## config.mk

```make
export PLATFORM = sky130hd
export DESIGN_NAME = signed_decimal_text_formatter_top
export DESIGN_NICKNAME = d
export VERILOG_FILES = /design/src/sv/sdtf_pkg.sv /design/src/sv/sdtf_cell.sv /design/src/sv/sdtf_serializer.sv /design/src/sv/signed_decimal_text_formatter_top.sv
export SDC_FILE = /design/constraint.sdc
export NUM_CORES = 1
export LEC_CHECK = 0
export BUFFER_PORTS_ARGS = -buffer_cell sky130_fd_sc_hd__buf_2
export CAP_MARGIN = 20
export CORE_ASPECT_RATIO = 1.25
export CORE_UTILIZATION = 35
export DETAILED_ROUTE_END_ITERATION = 10
export GPL_ROUTABILITY_DRIVEN = 0
export GPL_TIMING_DRIVEN = 0
export PLACE_DENSITY = 0.61
export SLEW_MARGIN = 20
export SYNTH_ARGS = -nofsm -noshare
export SYNTH_HDL_FRONTEND = slang
export SYNTH_HIERARCHICAL = 1
export SYNTH_SLANG_ARGS = --single-unit
```

## constraint.sdc

```tcl
create_clock -name clk_i -period 7.18 [get_ports clk_i]
set_input_delay 1.436 -clock clk_i [delete_from_list [all_inputs] [get_ports clk_i]]
set_output_delay 1.436 -clock clk_i [all_outputs]
set_load 0.01 [all_outputs]
```

## src/sv/sdtf_pkg.sv

```systemverilog
// Shared types and constants of the signed decimal text formatter.
package sdtf_pkg;

  localparam int unsigned NumDigits = 6;
  localparam int unsigned MagWidth  = 17;

  localparam logic [1:0] ModeByte  = 2'd0;
  localparam logic [1:0] ModeFour  = 2'd1;
  localparam logic [1:0] ModeSix   = 2'd2;
  localparam logic [1:0] ModeSpare = 2'd3;

  // Register index of digit_mode, as seen on paddr[2].
  localparam logic RegIdxDigitMode = 1'b0;

  localparam logic [2:0] NdigByte = 3'd3;
  localparam logic [2:0] NdigFour = 3'd4;
  localparam logic [2:0] NdigSix  = 3'd6;

  localparam logic [7:0] ChZero  = 8'h30;
  localparam logic [7:0] ChMinus = 8'h2D;
  localparam logic [7:0] ChSpace = 8'h20;

  // floor(x / 10) == (x * DivRecip) >> DivShift for every x below 81920.
  localparam logic [MagWidth-1:0] DivRecip = 17'd52429;
  localparam int unsigned         DivShift = 19;

  typedef struct packed {
    logic [MagWidth-1:0]            rest;
    logic [NumDigits-1:0][3:0]      digits;
    logic [NumDigits-1:0]           blank;
    logic                           neg;
    logic [2:0]                     ndig;
  } rec_t;

endpackage

```

## src/sv/sdtf_cell.sv

```systemverilog
// One digit cell: peels off a decimal digit and hands the quotient to the next cell.
module sdtf_cell import sdtf_pkg::*; #(
  parameter int unsigned DigitIdx = 0
) (
  input  logic clk_i,
  input  logic rst_ni,
  input  logic in_valid_i,
  output logic in_ready_o,
  input  rec_t in_rec_i,
  output logic out_valid_o,
  input  logic out_ready_i,
  output rec_t out_rec_o
);

  logic                      valid_q;
  rec_t                      rec_q, rec_d;
  logic [2*MagWidth-1:0]     prod;
  logic [MagWidth-1:0]       quot;
  logic [MagWidth-1:0]       diff;

  assign in_ready_o  = !valid_q || out_ready_i;
  assign out_valid_o = valid_q;
  assign out_rec_o   = rec_q;

  always_comb begin
    prod = in_rec_i.rest * DivRecip;
    quot = MagWidth'(prod >> DivShift);
    diff = in_rec_i.rest - ((quot << 3) + (quot << 1));
    rec_d = in_rec_i;
    rec_d.rest = quot;
    rec_d.digits[DigitIdx] = diff[3:0];
    // The magnitude is below 10^DigitIdx exactly when nothing is left above it.
    rec_d.blank[DigitIdx] = (in_rec_i.rest == '0);
  end

  always_ff @(posedge clk_i or negedge rst_ni) begin
    if (!rst_ni) begin
      valid_q <= 1'b0;
    end else if (in_ready_o) begin
      valid_q <= in_valid_i;
    end
  end

  always_ff @(posedge clk_i) begin
    if (in_ready_o && in_valid_i) begin
      rec_q <= rec_d;
    end
  end

endmodule

```

## src/sv/sdtf_serializer.sv

```systemverilog
// Output stage: sends the sign and the digits of one field, one character per transaction.
module sdtf_serializer import sdtf_pkg::*; (
  input  logic       clk_i,
  input  logic       rst_ni,
  input  logic       in_valid_i,
  output logic       in_ready_o,
  input  rec_t       in_rec_i,
  output logic       out_valid_o,
  input  logic       out_ready_i,
  output logic [7:0] character_o,
  output logic [2:0] position_o,
  output logic       last_o
);

  logic       valid_q;
  logic [2:0] pos_q;
  rec_t       rec_q;
  logic [2:0] didx;
  logic [2:0] sel;

  assign last_o      = (pos_q == rec_q.ndig);
  assign in_ready_o  = !valid_q || (out_ready_i && last_o);
  assign out_valid_o = valid_q;
  assign position_o  = pos_q;

  always_comb begin
    didx = rec_q.ndig - pos_q;
    sel  = (didx < 3'(NumDigits)) ? didx : 3'd0;
    if (pos_q == 3'd0) begin
      character_o = rec_q.neg ? ChMinus : ChSpace;
    end else if (sel != 3'd0 && rec_q.blank[sel]) begin
      character_o = ChSpace;
    end else begin
      character_o = ChZero + {4'd0, rec_q.digits[sel]};
    end
  end

  always_ff @(posedge clk_i or negedge rst_ni) begin
    if (!rst_ni) begin
      valid_q <= 1'b0;
      pos_q   <= 3'd0;
    end else if (in_ready_o) begin
      valid_q <= in_valid_i;
      pos_q   <= 3'd0;
    end else if (out_ready_i) begin
      pos_q <= pos_q + 3'd1;
    end
  end

  always_ff @(posedge clk_i) begin
    if (in_ready_o && in_valid_i) begin
      rec_q <= in_rec_i;
    end
  end

endmodule

```

## src/sv/signed_decimal_text_formatter_top.sv

```systemverilog
// Top level of the signed decimal text formatter with its register port.
//
// A signed 16-bit value enters on the input channel (in_valid_i / in_ready_o)
// and leaves as a fixed-width text field on the output channel, one ASCII
// character per transaction: the sign, then 3, 4 or 6 digits with leading
// zeros shown as spaces. last_o marks the units digit.
// digit_mode (byte address 0) picks the width: 0 uses the low 8 bits and
// 3 digits, 1 gives 4 digits, 2 and 3 give 6 digits. It resets to 2.
// A row of six registered digit cells takes off one digit per cell, and the
// output stage registers the record before the first character of a field
// is offered. The output stage sends N+1 characters per field, one per cycle
// while out_ready_i is high, and takes the next record with the last one. The
// cells keep taking new values while the output stage drains a field.
// When the receiver stalls, the current character holds and the cells fill
// up behind it; in_ready_o falls once every cell holds a value.
// Reset empties the cells and the output stage and restores digit_mode.
module signed_decimal_text_formatter_top import sdtf_pkg::*; (
  input  logic        clk_i,
  input  logic        rst_ni,
  input  logic        psel,
  input  logic        penable,
  input  logic        pwrite,
  input  logic [2:0]  paddr,
  input  logic [31:0] pwdata,
  output logic [31:0] prdata,
  output logic        pready,
  input  logic        in_valid_i,
  output logic        in_ready_o,
  input  logic [15:0] value_i,
  output logic        out_valid_o,
  input  logic        out_ready_i,
  output logic [7:0]  character_o,
  output logic [2:0]  position_o,
  output logic        last_o
);

  logic [1:0] mode_q;
  rec_t       rec_in;
  logic [8:0] mag_byte;

  rec_t [NumDigits:0] chain_rec;
  logic [NumDigits:0] chain_valid;
  logic [NumDigits:0] chain_ready;

  assign pready = 1'b1;
  assign prdata = (paddr[2] == RegIdxDigitMode) ? {30'd0, mode_q} : 32'd0;

  always_ff @(posedge clk_i or negedge rst_ni) begin
    if (!rst_ni) begin
      mode_q <= ModeSix;
    end else if (psel && penable && pwrite && pready && paddr[2] == RegIdxDigitMode) begin
      mode_q <= pwdata[1:0];
    end
  end

  always_comb begin
    mag_byte = 9'h100 - {1'b0, value_i[7:0]};
    rec_in = '0;
    if (mode_q == ModeByte) begin
      rec_in.neg  = value_i[7];
      rec_in.rest = value_i[7] ? {8'd0, mag_byte} : {9'd0, value_i[7:0]};
      rec_in.ndig = NdigByte;
    end else begin
      rec_in.neg  = value_i[15];
      rec_in.rest = value_i[15] ? (17'h10000 - {1'b0, value_i}) : {1'b0, value_i};
      rec_in.ndig = (mode_q == ModeFour) ? NdigFour : NdigSix;
    end
  end

  assign chain_rec[0]   = rec_in;
  assign chain_valid[0] = in_valid_i;
  assign in_ready_o     = chain_ready[0];

  for (genvar k = 0; k < NumDigits; k++) begin : g_cell
    sdtf_cell #(
      .DigitIdx(k)
    ) u_cell (
      .clk_i       (clk_i),
      .rst_ni      (rst_ni),
      .in_valid_i  (chain_valid[k]),
      .in_ready_o  (chain_ready[k]),
      .in_rec_i    (chain_rec[k]),
      .out_valid_o (chain_valid[k+1]),
      .out_ready_i (chain_ready[k+1]),
      .out_rec_o   (chain_rec[k+1])
    );
  end

  sdtf_serializer u_ser (
    .clk_i       (clk_i),
    .rst_ni      (rst_ni),
    .in_valid_i  (chain_valid[NumDigits]),
    .in_ready_o  (chain_ready[NumDigits]),
    .in_rec_i    (chain_rec[NumDigits]),
    .out_valid_o (out_valid_o),
    .out_ready_i (out_ready_i),
    .character_o (character_o),
    .position_o  (position_o),
    .last_o      (last_o)
  );

endmodule

```

==> results.py <==
metrics = {
    "layout": {
        "diodes": 0,
        "instances_no_fill": 5306,
        "syn_to_final_growth_pct": 11.4,
        "design_area_um2": 43000,
        "drive_above_1_share_pct": 9.54,
        "final_util_pct": 39.5,
        "fin_nets": 5241,
    },
    "global_routing": {
        "grt_usage_pct": 15.6,
        "grt_max_degree": 29,
        "first_global_vias": 26947,
        "grt_pass1_wl_um": 139000,
        "grt_antenna_before_repair": 2,
        "grt_overflow_total": 0,
    },
    "detailed_routing": {
        "vias": 24568,
        "avgViaCountPerCell": 4.63,
        "post_drt_wl_per_cell_um": 15.8,
        "firstDrtPassIters": 5,
        "drcViolationCount": 0,
        "routed_wl_um": 84000,
        "ant_nets": 0,
        "drtIter0Drc": 843,
    },
    "clock_network": {
        "clockBufferDepth": 3,
        "cts.sinks": 238,
        "path_clk_slew_ps": 70,
        "htreeDepth": 1,
        "numCtsBuffers": 28,
        "insertion_delay_ps": 590,
        "cts-root-buf": "clkbuf_16",
        "cts_tree": "built",
    },
    "yosys": {
        "yosys_warnings": 6,
        "syn_avg_cell_area_um2": 10.5,
        "syn_inst": 3665,
        "synthesis.area_um2": 38600,
    },
    "sta": {
        "rsz0062_at_grt": "yes",
        "finalCriticalPeriod_ps": 8180,
        "worst_slew_pin_slew_ps": 1010,
        "finalSetupViolCount": 10,
        "layout_setup_ws_ps": -1000,
        "slew-limit-headroom_pct": 32.5,
        "clock.fmax_mhz": 122,
        "skew_ps": 33.3,
        "holdWs_ps": 388,
        "hold_viol": 0,
        "fin_crit_sh_pct": 114,
        "drv_slew": 0,
    },
    "critical_path": {
        "crit_top_cell": "buf_6",
        "slowest_delay_ps": 540,
        "crit_type": "in -> reg",
        "cp-start-kind": "input pin",
        "cpMaxStageDelayCell": "fa_1",
        "worstPathMaxFanout": 3,
        "arrival_ps": 8490,
        "crit_required_ps": 7490,
        "setup.worst_path.end_class": "flop",
    },
    "floorplanning": {
        "num_rows": 135,
        "fp.dieH_um": 373,
        "core-area_um2": 109000,
        "die_x_um": 299,
        "io_pins": 105,
        "start_util_pct": 35.4,
        "die_area_um2": 112000,
    },
    "outcome": {
        "violations": "negative setup slack",
        "outcome": "complete, but fails checks",
    },
    "run": {
        "cap_violations": 0,
    },
    "place": {
        "hpwl_um": 72600,
        "post_dp_cell_area_um2": 41000,
        "io_buffers": 37,
        "post-place-cells": 5193,
    },
    "hold_path": {
        "hold_class": "reg -> reg",
    },
}
path summary, 6_finish.rpt:
check	startpoint	end	slack (ps)	cells after the start
hold reg to reg	g_cell[4].u_cell/out_rec_o[5]$_DFFE_PP_	g_cell[5].u_cell/out_rec_o[5]$_DFFE_PP_	390	0
max in group asynchronous	rst_ni	mode_q[1]$_DFFE_PN1P_	6060	1
setup / recovery	value_i[1]	g_cell[0].u_cell/out_rec_o[12]$_DFFE_PP_	-1000	37
setup reg to reg	mode_q[0]$_DFFE_PN0P_	g_cell[0].u_cell/out_rec_o[12]$_DFFE_PP_	-570	34
hold / removal	g_cell[4].u_cell/out_rec_o[5]$_DFFE_PP_	g_cell[5].u_cell/out_rec_o[5]$_DFFE_PP_	390	0
min in group asynchronous	rst_ni	u_ser/position_o[2]$_DFFE_PN0P_	780	1
routing by layer:
| layer | global-route usage, % | up-vias | part of all wire, % |
|---|---|---|---|
| met5 | 0 | - | 0.015 |
| met2 | 29.4 | 336 | 53 |
| li1 | - | 12073 | - |
| met4 | 5.33 | 2 | 3.8 |
| met3 | 1.58 | 158 | 2.7 |
| met1 | 18.1 | 11999 | 41 |
critical path: cells and delay by family:
| kind | cells | cell delay [ps] |
|---|---|---|
| xor gates and xnor gates | 2 | 380 |
| buffers and inverters | 16 | 1370 |
| AOI/OAI and AO/OA | 4 | 530 |
| and+or+nand+nor | 6 | 1240 |
| adders and majority gates | 9 | 3510 |
registers in the layout, summed over array words and instances (netlist names):
register and cells:
u_ser/position_o 3, g_cell.u_cell/out_rec_o 193, u_ser/rec_q 33, mode_q 2, g_cell.u_cell/out_valid_o 6, u_ser/out_valid_o 1
what timing repair did:
| action | in CTS | in global routing |
|---|---|---|
| buffers inserted | 41 | 21 |
| gates cloned | 0 | 0 |
| setup endpoints to repair | 17 | 15 |
| hold endpoints to repair | 0 | 0 |
| hold buffers | 0 | 0 |
| gates resized for setup | 85 | 31 |
| pin swaps | 38 | 17 |
cell usage in the layout (no fill, tap or decap), drive strengths merged, types with 10 or more instances in the layout:
cell type	instances
inv	1066
ha	831
fa	506
edfxtp	226
buf	164
a21oi	140
nand2	103
nor2	72
xnor2	65
xor2	64
conb	56
o21ai	53
clkbuf	45
a21o	38
nand3	30
nand4	28
nor3	24
a211oi	22
nand2b	21
and2	20
and3	19
o211ai	17
nor2b	14
o21bai	14
a2111oi	14
mux2i	13
a31oi	12
o21a	11
dfrtp	11
clkinv	11
o31ai	10
area by class of cell:
| class | count | area, µm² |
|---|---|---|
| clock inverter | 19 | 225 |
| inverter | 1062 | 3990 |
| buffer | 72 | 493 |
| fill | 10563 | 65800 |
| timing repair buffer | 104 | 865 |
| tap | 1438 | 1800 |
| multi-input combinational | 2340 | 27800 |
| sequential | 238 | 7090 |
| clock buffer | 33 | 729 |
per-stage QoR:
step                      setup WS (ps)  setup TNS [ps]
after CTS                          -983           -1980
final                             -1000           -2780
after global placement            -2720          -23980
after floorplan                   -1390           -3590
after global routing              -1200           -5010
after detailed placement          -2560          -21200
Power is left out: the tool's default activity adds up to more than one toggle a clock period on the data nets, which glitch-free logic cannot reach.
